[config.mk]
export PLATFORM = sky130hd
export DESIGN_NAME = i2c_baud_divider_search
export DESIGN_NICKNAME = d
export VERILOG_FILES = /design/src/ibds_pkg.sv /design/src/i2c_baud_divider_search.sv
export SDC_FILE = /design/constraint.sdc
export NUM_CORES = 1
export LEC_CHECK = 0
export ABC_AREA = 1
export BUFFER_PORTS_ARGS = -buffer_cell sky130_fd_sc_hd__buf_4
export CAP_MARGIN = 20
export CORE_ASPECT_RATIO = 0.5
export CORE_UTILIZATION = 60
export CTS_CLUSTER_SIZE = 28
export DETAILED_ROUTE_END_ITERATION = 7
export GPL_ROUTABILITY_DRIVEN = 0
export GPL_TIMING_DRIVEN = 0
export PLACE_DENSITY = 0.76
export SLEW_MARGIN = 0
export SYNTH_ARGS = -nofsm -noshare
export SYNTH_HDL_FRONTEND = slang
export SYNTH_SLANG_ARGS = --single-unit
[constraint.sdc]
create_clock -name clk_i -period 7.2 [get_ports clk_i]
set_clock_uncertainty 0.15 [all_clocks]
set_input_delay 0.36 -clock clk_i [delete_from_list [all_inputs] [get_ports clk_i]]
set_output_delay 0.36 -clock clk_i [all_outputs]
set_load 0.03 [all_outputs]
[src/ibds_pkg.sv]
// Shared types, the divider ROM and the controller states of the SCL divider search.
package ibds_pkg;

  localparam int unsigned DataW    = 32;
  localparam int unsigned IcrW     = 6;
  localparam int unsigned MultW    = 2;
  localparam int unsigned DivW     = 12;
  localparam int unsigned DenomW   = 14;
  localparam int unsigned RomDepth = 50;
  localparam int unsigned IdxW     = 6;
  localparam int unsigned StepW    = 5;

  localparam logic [IdxW-1:0]  LastIdx     = IdxW'(RomDepth - 1);
  localparam logic [MultW-1:0] LastMult    = 2'd2;
  localparam logic [DataW-1:0] ErrInit     = 32'hffff_ffff;
  localparam logic [DataW-1:0] ResetBusClk = 32'd50_000_000;

  typedef struct packed {
    logic [IcrW-1:0] icr;
    logic [DivW-1:0] divider;
  } rom_entry_t;

  typedef enum logic [2:0] {
    ST_IDLE,
    ST_FETCH,
    ST_LOAD,
    ST_DIV,
    ST_CMP,
    ST_RESP
  } state_e;

  function automatic rom_entry_t rom_entry(input logic [IdxW-1:0] idx);
    rom_entry_t e;
    case (idx)
      6'd0:  e = '{6'h00, 12'd20};
      6'd1:  e = '{6'h01, 12'd22};
      6'd2:  e = '{6'h02, 12'd24};
      6'd3:  e = '{6'h03, 12'd26};
      6'd4:  e = '{6'h04, 12'd28};
      6'd5:  e = '{6'h05, 12'd30};
      6'd6:  e = '{6'h09, 12'd32};
      6'd7:  e = '{6'h06, 12'd34};
      6'd8:  e = '{6'h0a, 12'd36};
      6'd9:  e = '{6'h07, 12'd40};
      6'd10: e = '{6'h0c, 12'd44};
      6'd11: e = '{6'h0d, 12'd48};
      6'd12: e = '{6'h0e, 12'd56};
      6'd13: e = '{6'h12, 12'd64};
      6'd14: e = '{6'h0f, 12'd68};
      6'd15: e = '{6'h13, 12'd72};
      6'd16: e = '{6'h14, 12'd80};
      6'd17: e = '{6'h15, 12'd88};
      6'd18: e = '{6'h19, 12'd96};
      6'd19: e = '{6'h16, 12'd104};
      6'd20: e = '{6'h1a, 12'd112};
      6'd21: e = '{6'h17, 12'd128};
      6'd22: e = '{6'h1c, 12'd144};
      6'd23: e = '{6'h1d, 12'd160};
      6'd24: e = '{6'h1e, 12'd192};
      6'd25: e = '{6'h22, 12'd224};
      6'd26: e = '{6'h1f, 12'd240};
      6'd27: e = '{6'h23, 12'd256};
      6'd28: e = '{6'h24, 12'd288};
      6'd29: e = '{6'h25, 12'd320};
      6'd30: e = '{6'h26, 12'd384};
      6'd31: e = '{6'h2a, 12'd448};
      6'd32: e = '{6'h27, 12'd480};
      6'd33: e = '{6'h2b, 12'd512};
      6'd34: e = '{6'h2c, 12'd576};
      6'd35: e = '{6'h2d, 12'd640};
      6'd36: e = '{6'h2e, 12'd768};
      6'd37: e = '{6'h32, 12'd896};
      6'd38: e = '{6'h2f, 12'd960};
      6'd39: e = '{6'h33, 12'd1024};
      6'd40: e = '{6'h34, 12'd1152};
      6'd41: e = '{6'h35, 12'd1280};
      6'd42: e = '{6'h36, 12'd1536};
      6'd43: e = '{6'h3a, 12'd1792};
      6'd44: e = '{6'h37, 12'd1920};
      6'd45: e = '{6'h3b, 12'd2048};
      6'd46: e = '{6'h3c, 12'd2304};
      6'd47: e = '{6'h3d, 12'd2560};
      6'd48: e = '{6'h3e, 12'd3072};
      6'd49: e = '{6'h3f, 12'd3840};
      default: e = '{6'h00, 12'd20};
    endcase
    return e;
  endfunction

endpackage

[src/i2c_baud_divider_search.sv]
// SCL divider search: finds the ICR/MULT pair whose rate lies closest to a request.
//
// Usage: write the bus clock in hertz on the cfg channel (cfg_valid_i / cfg_ready_o /
// cfg_data_i) while idle with start low; it resets to 50 MHz. Pulse start with the
// requested SCL rate on target_baud_i while busy is low; that edge is the transfer.
// busy stays high until the result has been shown. The result appears on
// rejected_o, icr_code_o, mult_code_o and rate_error_o for exactly one cycle,
// marked by result_valid_o; the receiver takes it then and cannot hold it off.
//
// A request above clock/20 is rejected and answered in the cycle after the
// transfer. Otherwise each of up to 150 candidates takes a ROM read, an operand
// load, a bit-serial restoring divide and a compare, and an exact match ends the
// search early. One request is handled at a time, and the next transfer can come
// in the cycle after the result.
//
// Reset returns to idle, drops any search in flight and restores the bus clock.
module i2c_baud_divider_search (
  input  logic                              clk_i,
  input  logic                              rst_ni,
  input  logic                              cfg_valid_i,
  output logic                              cfg_ready_o,
  input  logic [ibds_pkg::DataW-1:0]        cfg_data_i,
  input  logic                              start,
  output logic                              busy,
  input  logic [ibds_pkg::DataW-1:0]        target_baud_i,
  output logic                              result_valid_o,
  output logic                              rejected_o,
  output logic [ibds_pkg::IcrW-1:0]         icr_code_o,
  output logic [ibds_pkg::MultW-1:0]        mult_code_o,
  output logic [ibds_pkg::DataW-1:0]        rate_error_o
);

  localparam int unsigned DataW  = ibds_pkg::DataW;
  localparam int unsigned DenomW = ibds_pkg::DenomW;

  ibds_pkg::state_e state_q, state_d;

  logic [DataW-1:0]            bus_clk_q;
  logic [DataW-1:0]            target_q;
  ibds_pkg::rom_entry_t        rom_q;
  logic [ibds_pkg::IdxW-1:0]   idx_q;
  logic [ibds_pkg::MultW-1:0]  mult_q;
  logic [ibds_pkg::StepW-1:0]  step_q;
  logic [DenomW-1:0]           denom_q;
  logic [DenomW-1:0]           rem_q;
  logic [DataW-1:0]            quo_q;
  logic [DataW-1:0]            best_err_q;
  logic [ibds_pkg::IcrW-1:0]   best_icr_q;
  logic [ibds_pkg::MultW-1:0]  best_mult_q;
  logic                        rejected_q;

  logic                        accept;
  logic [DataW+4:0]            target_x20;
  logic                        too_fast;
  logic [DenomW:0]             rem_sh;
  logic                        sub_ok;
  logic [DataW-1:0]            err;
  logic                        better;
  logic                        last_cand;

  assign accept     = start && !busy;
  // target > clk/20 exactly when 20*target > clk
  assign target_x20 = ({5'd0, target_baud_i} << 4) + ({5'd0, target_baud_i} << 2);
  assign too_fast   = target_x20 > {5'd0, bus_clk_q};

  assign rem_sh = {rem_q, quo_q[DataW-1]};
  assign sub_ok = rem_sh >= {1'b0, denom_q};

  assign err       = (target_q > quo_q) ? (target_q - quo_q) : (quo_q - target_q);
  assign better    = err < best_err_q;
  assign last_cand = (idx_q == ibds_pkg::LastIdx) && (mult_q == ibds_pkg::LastMult);

  // next state
  always_comb begin
    state_d = state_q;
    case (state_q)
      ibds_pkg::ST_IDLE: begin
        if (accept) begin
          state_d = too_fast ? ibds_pkg::ST_RESP : ibds_pkg::ST_FETCH;
        end
      end
      ibds_pkg::ST_FETCH: state_d = ibds_pkg::ST_LOAD;
      ibds_pkg::ST_LOAD:  state_d = ibds_pkg::ST_DIV;
      ibds_pkg::ST_DIV: begin
        if (step_q == '1) begin
          state_d = ibds_pkg::ST_CMP;
        end
      end
      ibds_pkg::ST_CMP: begin
        if ((better && err == '0) || last_cand) begin
          state_d = ibds_pkg::ST_RESP;
        end else begin
          state_d = ibds_pkg::ST_FETCH;
        end
      end
      ibds_pkg::ST_RESP: state_d = ibds_pkg::ST_IDLE;
      default:           state_d = ibds_pkg::ST_IDLE;
    endcase
  end

  // outputs
  always_comb begin
    busy           = 1'b1;
    cfg_ready_o    = 1'b0;
    result_valid_o = 1'b0;
    case (state_q)
      ibds_pkg::ST_IDLE: begin
        busy        = 1'b0;
        // hold off a clock write while a request is being taken
        cfg_ready_o = !start;
      end
      ibds_pkg::ST_RESP: result_valid_o = 1'b1;
      default: begin
        busy = 1'b1;
      end
    endcase
  end

  assign rejected_o   = rejected_q;
  assign icr_code_o   = best_icr_q;
  assign mult_code_o  = best_mult_q;
  assign rate_error_o = best_err_q;

  always_ff @(posedge clk_i or negedge rst_ni) begin
    if (!rst_ni) begin
      state_q   <= ibds_pkg::ST_IDLE;
      bus_clk_q <= ibds_pkg::ResetBusClk;
    end else begin
      state_q <= state_d;
      if (cfg_valid_i && cfg_ready_o) begin
        bus_clk_q <= cfg_data_i;
      end
    end
  end

  // synchronous divider ROM, registered read
  always_ff @(posedge clk_i) begin
    rom_q <= ibds_pkg::rom_entry(idx_q);
  end

  always_ff @(posedge clk_i) begin
    case (state_q)
      ibds_pkg::ST_IDLE: begin
        if (accept) begin
          target_q   <= target_baud_i;
          idx_q      <= '0;
          mult_q     <= '0;
          rejected_q <= too_fast;
          best_icr_q <= '0;
          best_mult_q <= '0;
          best_err_q <= too_fast ? '0 : ibds_pkg::ErrInit;
        end
      end
      ibds_pkg::ST_LOAD: begin
        denom_q <= DenomW'({2'b00, rom_q.divider} << mult_q);
        rem_q   <= '0;
        quo_q   <= bus_clk_q;
        step_q  <= '0;
      end
      ibds_pkg::ST_DIV: begin
        // one restoring step: shift in the next dividend bit, subtract if it fits
        rem_q  <= sub_ok ? DenomW'(rem_sh - {1'b0, denom_q}) : rem_sh[DenomW-1:0];
        quo_q  <= {quo_q[DataW-2:0], sub_ok};
        step_q <= step_q + 1'b1;
      end
      ibds_pkg::ST_CMP: begin
        if (better) begin
          best_err_q  <= err;
          best_icr_q  <= rom_q.icr;
          best_mult_q <= mult_q;
        end
        if (idx_q == ibds_pkg::LastIdx) begin
          idx_q  <= '0;
          mult_q <= mult_q + 1'b1;
        end else begin
          idx_q <= idx_q + 1'b1;
        end
      end
      default: begin
        rejected_q <= rejected_q;
      end
    endcase
  end

  a_strobe_single : assert property (@(posedge clk_i) disable iff (!rst_ni)
    result_valid_o |=> !result_valid_o)
    else $error("result strobe longer than one cycle");

  a_accept_busy : assert property (@(posedge clk_i) disable iff (!rst_ni)
    (start && !busy) |=> busy)
    else $error("busy not raised after transfer");

  a_reject_zero : assert property (@(posedge clk_i) disable iff (!rst_ni)
    (result_valid_o && rejected_o) |->
      (icr_code_o == '0 && mult_code_o == '0 && rate_error_o == '0))
    else $error("rejected result carries a setting");

  a_mult_range : assert property (@(posedge clk_i) disable iff (!rst_ni)
    result_valid_o |-> (mult_code_o != 2'd3))
    else $error("multiplier code out of range");

  a_cfg_idle : assert property (@(posedge clk_i) disable iff (!rst_ni)
    cfg_ready_o |-> !busy)
    else $error("config accepted while searching");

endmodule

==> tab_implementation.tex <==
\begin{tabular}{lr}
\hline
Metric & Value \\
\hline
\multicolumn{2}{l}{\textbf{Finish}} \\
Fraction of layout instances using a drive strength above 1 & 7.90\% \\
Number of filler cells placed in the layout & between 2k and 2.5k \\
Growth of design area from synthesis to finish & 15.3\% \\
Filler-free cell count of the finished design & $\sim$3.1k \\
Post-layout instance area & roughly 0.020 mm2 \\
Net count of the finished layout & about 2.9k \\
\multicolumn{2}{l}{\textbf{Global routing}} \\
Number of global-route vias before repair & $\sim$15k \\
Gr ovfl total & 0 \\
Initial antenna violation count & 4 \\
Pin count of the biggest net entering global routing & between 40 and 50 \\
Wire length of the first global-routing pass & around 80000 um \\
Global routing usage summed across all routing layers & roughly 34\% \\
\multicolumn{2}{l}{\textbf{Worst setup path}} \\
Crit path capture type & flop \\
Slowest-stage cell, CP & sky130\_fd\_sc\_hd\_\_or2\_2 \\
Critical Path Source & target\_q[0] \\
Endpoint required time on the critical path & $\sim$7.2 ns \\
Number of buffers and inverters on the critical path & 6 \\
Startpoint Class & flop \\
Delay-heaviest family, CP & simple AND/OR/NAND/NOR gates \\
Maximum net fanout on the critical path & 32 \\
Crit path largest cell delay & 0.47 ns \\
Beginning of the worst register-to-register path & target\_q[0] \\
WP data arrival & roughly 5.1 ns \\
Most numerous cell on the critical path & sky130\_fd\_sc\_hd\_\_nand2\_1 \\
Path type of the worst setup path & flop to flop \\
\multicolumn{2}{l}{\textbf{Worst hold path}} \\
Min-delay src & cfg\_data\_i[22] \\
Worst hold-check path type & primary input to flop \\
\multicolumn{2}{l}{\textbf{Clock tree}} \\
Reg clk slew, reported paths & approximately 0.08 ns \\
CTS sink count & around 200 \\
Hold buffer count at CTS & between 60 and 70 \\
Post CTS Setup Buffer Count & 0 \\
Clock tree from TritonCTS & done \\
Maximum level of the CTS H-tree & 4 \\
Num CTS Buffers & 17 \\
Clock Latency Late Sink & about 0.47 ns \\
Maximum clock path buffer count & 2 \\
Buffer cell driving the clock tree root & sky130\_fd\_sc\_hd\_\_clkbuf\_16 \\
Quantity of gates resized following cts & 0 \\
\multicolumn{2}{l}{\textbf{Logic synthesis}} \\
Count of different cell masters after synthesis & 59 \\
Count of state elements after synthesis & about 200 \\
Count of yosys warnings during synthesis & 0 \\
EDFF count, synth & approximately 150 \\
Post-synthesis compound-gate area fraction & roughly an eighth \\
Top cells by area in the synthesized netlist & sky130\_fd\_sc\_hd\_\_edfxtp\_1 25\%, sky130\_fd\_sc\_hd\_\_nand2\_1 16\%, sky130\_fd\_sc\_hd\_\_ha\_1 14\% \\
Post-Syn Area & around 0.017 mm2 \\
Syn\_nets & approximately 2.7k \\
Simple-gate share of the synthesized area & between 20\% and 30\% \\
Instance count of the mapped netlist & 2460 \\
Adder-cell area share of the yosys netlist & approximately 14\% \\
Post-Syn Area per Cell & about 7.0 um2 \\
Most used standard cell by instance count after synthesis & sky130\_fd\_sc\_hd\_\_nand2\_1 \\
Share of the synthesized netlist area taken by xor and xnor gates & between 3 and 4\% \\
Sequential share of the synthesized area & 32.3\% \\
Main combinational cell family by area after synthesis & simple AND/OR/NAND/NOR gates \\
Post-synth ARST share & around 18\% \\
Most frequent cells after synthesis & 732 x sky130\_fd\_sc\_hd\_\_nand2\_1, 471 x sky130\_fd\_sc\_hd\_\_inv\_1, 188 x sky130\_fd\_sc\_hd\_\_ha\_1 \\
Primary flip-flop cell chosen by synthesis mapping & sky130\_fd\_sc\_hd\_\_edfxtp\_1 \\
Share of the synthesized area in the top cell type & roughly 25\% \\
Proportion of synthesized area in mux cells & 0.811\% \\
Area leader, netlist & sky130\_fd\_sc\_hd\_\_edfxtp\_1 \\
\multicolumn{2}{l}{\textbf{Route}} \\
DRC violations left & 0 \\
Via density & $\sim$5.4 \\
Post-route antenna net violation count & 0 \\
Detailed-route wire length per cell & 16.0 um \\
Router iterations before antenna repair & 6 \\
Vias & 16.5k \\
Routed wire length & 49000 um \\
Detailed Route Iter0 Violations & between 1.5k and 2k \\
\multicolumn{2}{l}{\textbf{Timing}} \\
Setup repair after global routing missed its margin & no \\
Time the worst path needs with I/O delays and setup & between 5 and 6 ns \\
\# setup viols final & 0 \\
Worst rel slew slack & 23.8\% \\
Final Hold Viols & 0 \\
Max Clock Freq & 197 MHz \\
Sum of negative setup slack & 0 ns \\
Fin crit share & 70.5\% \\
Number of pins with negative max-slew slack in the final report & 0 \\
Worst hold slack & approximately 0.023 ns \\
Least-Margin Pin Slew & 1.14 ns \\
\multicolumn{2}{l}{\textbf{Placed design}} \\
Half-perimeter wire length after detailed placement & $\sim$38000 um \\
Total of buffers placed on input and output ports & approximately 110 \\
Area of placed instances & approximately 0.019 mm2 \\
Placed Instances & between 2k and 3k \\
\multicolumn{2}{l}{\textbf{Pwr}} \\
Relative contribution of the clock network to total power & 10.8\% \\
Net Switching & roughly 4800 uW \\
Share of total power in sequential cells & around 23\% \\
P per Cell Area & approximately 460 mW/mm2 \\
Leakage dissipation & roughly 0.010 uW \\
Internal power & about 4400 uW \\
Logic gate share of total power & 66.5\% \\
Highest ir drop seen on vdd & 309 uV \\
Pwr Total & between 9000 and 10000 uW \\
Proportion of total power due to net switching & between 50\% and 60\% \\
\multicolumn{2}{l}{\textbf{Outcome}} \\
Run status & finished clean \\
\multicolumn{2}{l}{\textbf{Floorplanning}} \\
Placeable core region & 0.0280 mm2 \\
Top-Level Pins & between 100 and 150 \\
Horizontal extent of the die & roughly 240 um \\
Starting density of the core & between 60\% and 70\% \\
Chip Height & approximately 120 um \\
Std-Cell Rows & between 40 and 50 \\
Area enclosed by the die boundary & $\sim$0.030 mm2 \\
\multicolumn{2}{l}{\textbf{Run}} \\
Reported max-cap violation count & 0 \\
\hline
\end{tabular}
==> sequential cells by signal, summed over array words and instances, names as in the netlist, 5 cells and up <==
signal and cells:
step_q 5, denom_q 13, rom_q 17, bus_clk_q 32
rem_q 14, icr_code_o 6, rate_error_o 32, target_q 32
quo_q 32, idx_q 6
==> metal layers <==
layer	vias up	global-route usage [%]	wire length [um]
met3	145	6.96	4640
met4	0	13.2	1820
met2	727	55.1	21400
met1	7384	44.8	21100
met5	-	0	0
li1	8275	-	-
==> cells in the final DEF, fill, tap and decap left out, drive strengths merged, types with 4 or more instances in the layout <==
| cell | count |
|---|---|
| o211ai | 7 |
| dlygate4sd3 | 63 |
| ha | 188 |
| nor2 | 166 |
| o21a | 6 |
| dfrtp | 23 |
| a21o | 9 |
| nor3 | 20 |
| nand2 | 755 |
| xor2 | 53 |
| clkinv | 6 |
| xnor2 | 16 |
| or2 | 4 |
| mux2i | 14 |
| edfxtp | 145 |
| o21bai | 13 |
| dfxtp | 17 |
| nand4 | 24 |
| a21oi | 145 |
| clkbuf | 49 |
| a31oi | 7 |
| nand3 | 120 |
| buf | 127 |
| dfstp | 12 |
| inv | 480 |
| o21ai | 163 |
==> per-stage QoR <==
stage	util, %	setup WS, ns
floorplan	-	2.98
finish	71.1	2.12
CTS	71.0	1.80
global placement	66.4	1.88
global route	71.1	1.67
detailed placement	66.6	1.82
==> final timing paths <==
kind	cells after the start	to	slack (ns)
hold reg to reg	2	icr_code_o[1]	0.38
hold / removal	3	bus_clk_q[22]	0.02
setup reg to reg	27	rate_error_o[10]	2.12
setup / recovery	27	rate_error_o[10]	2.12
min in group asynchronous	2	bus_clk_q[16]	0.25
max in group asynchronous	2	bus_clk_q[23]	6.27
==> kinds of logic after synthesis <==
logic type	Yosys count
AO/OA/AOI/OAI	375
XOR/XNOR	69
adder cells (fa/ha/maj)	191
buffers and inverters	517
flip-flops	197
multiplexers	14
AND/OR/NAND/NOR	1097
==> layout make-up <==
class,count,area (um2),share of cell area (%)
diodes,3,7.51,0.0377
plain buffers,42,201,1.01
clock buffers,19,454,2.28
clock inverters,13,156,0.785
inverters,475,1790,8.97
multi-input cells,1746,9730,48.8
flip-flops and latches,197,5590,28.0
well taps,382,478,2.40
repair buffers,178,1540,7.70
==> worst min-delay path, cell delays in order <==
cell and delay (ns):
sky130_fd_sc_hd__buf_4 0.09, sky130_fd_sc_hd__nand2_1 0.06, sky130_fd_sc_hd__o21ai_0 0.09
==> power by group through the flow <==
stage / clock network [uW] / registers (uW) / logic (uW)
6_report: 998 / 2090 / 6150
3_3_place_gp: 0 / 2110 / 5790
5_1_grt: 1040 / 2140 / 6940
4_1_cts: 1000 / 2090 / 6020
2_1_floorplan: 0 / 2180 / 4290
3_5_place_dp: 0 / 2110 / 5960
Power figures use the tool's default switching activity.
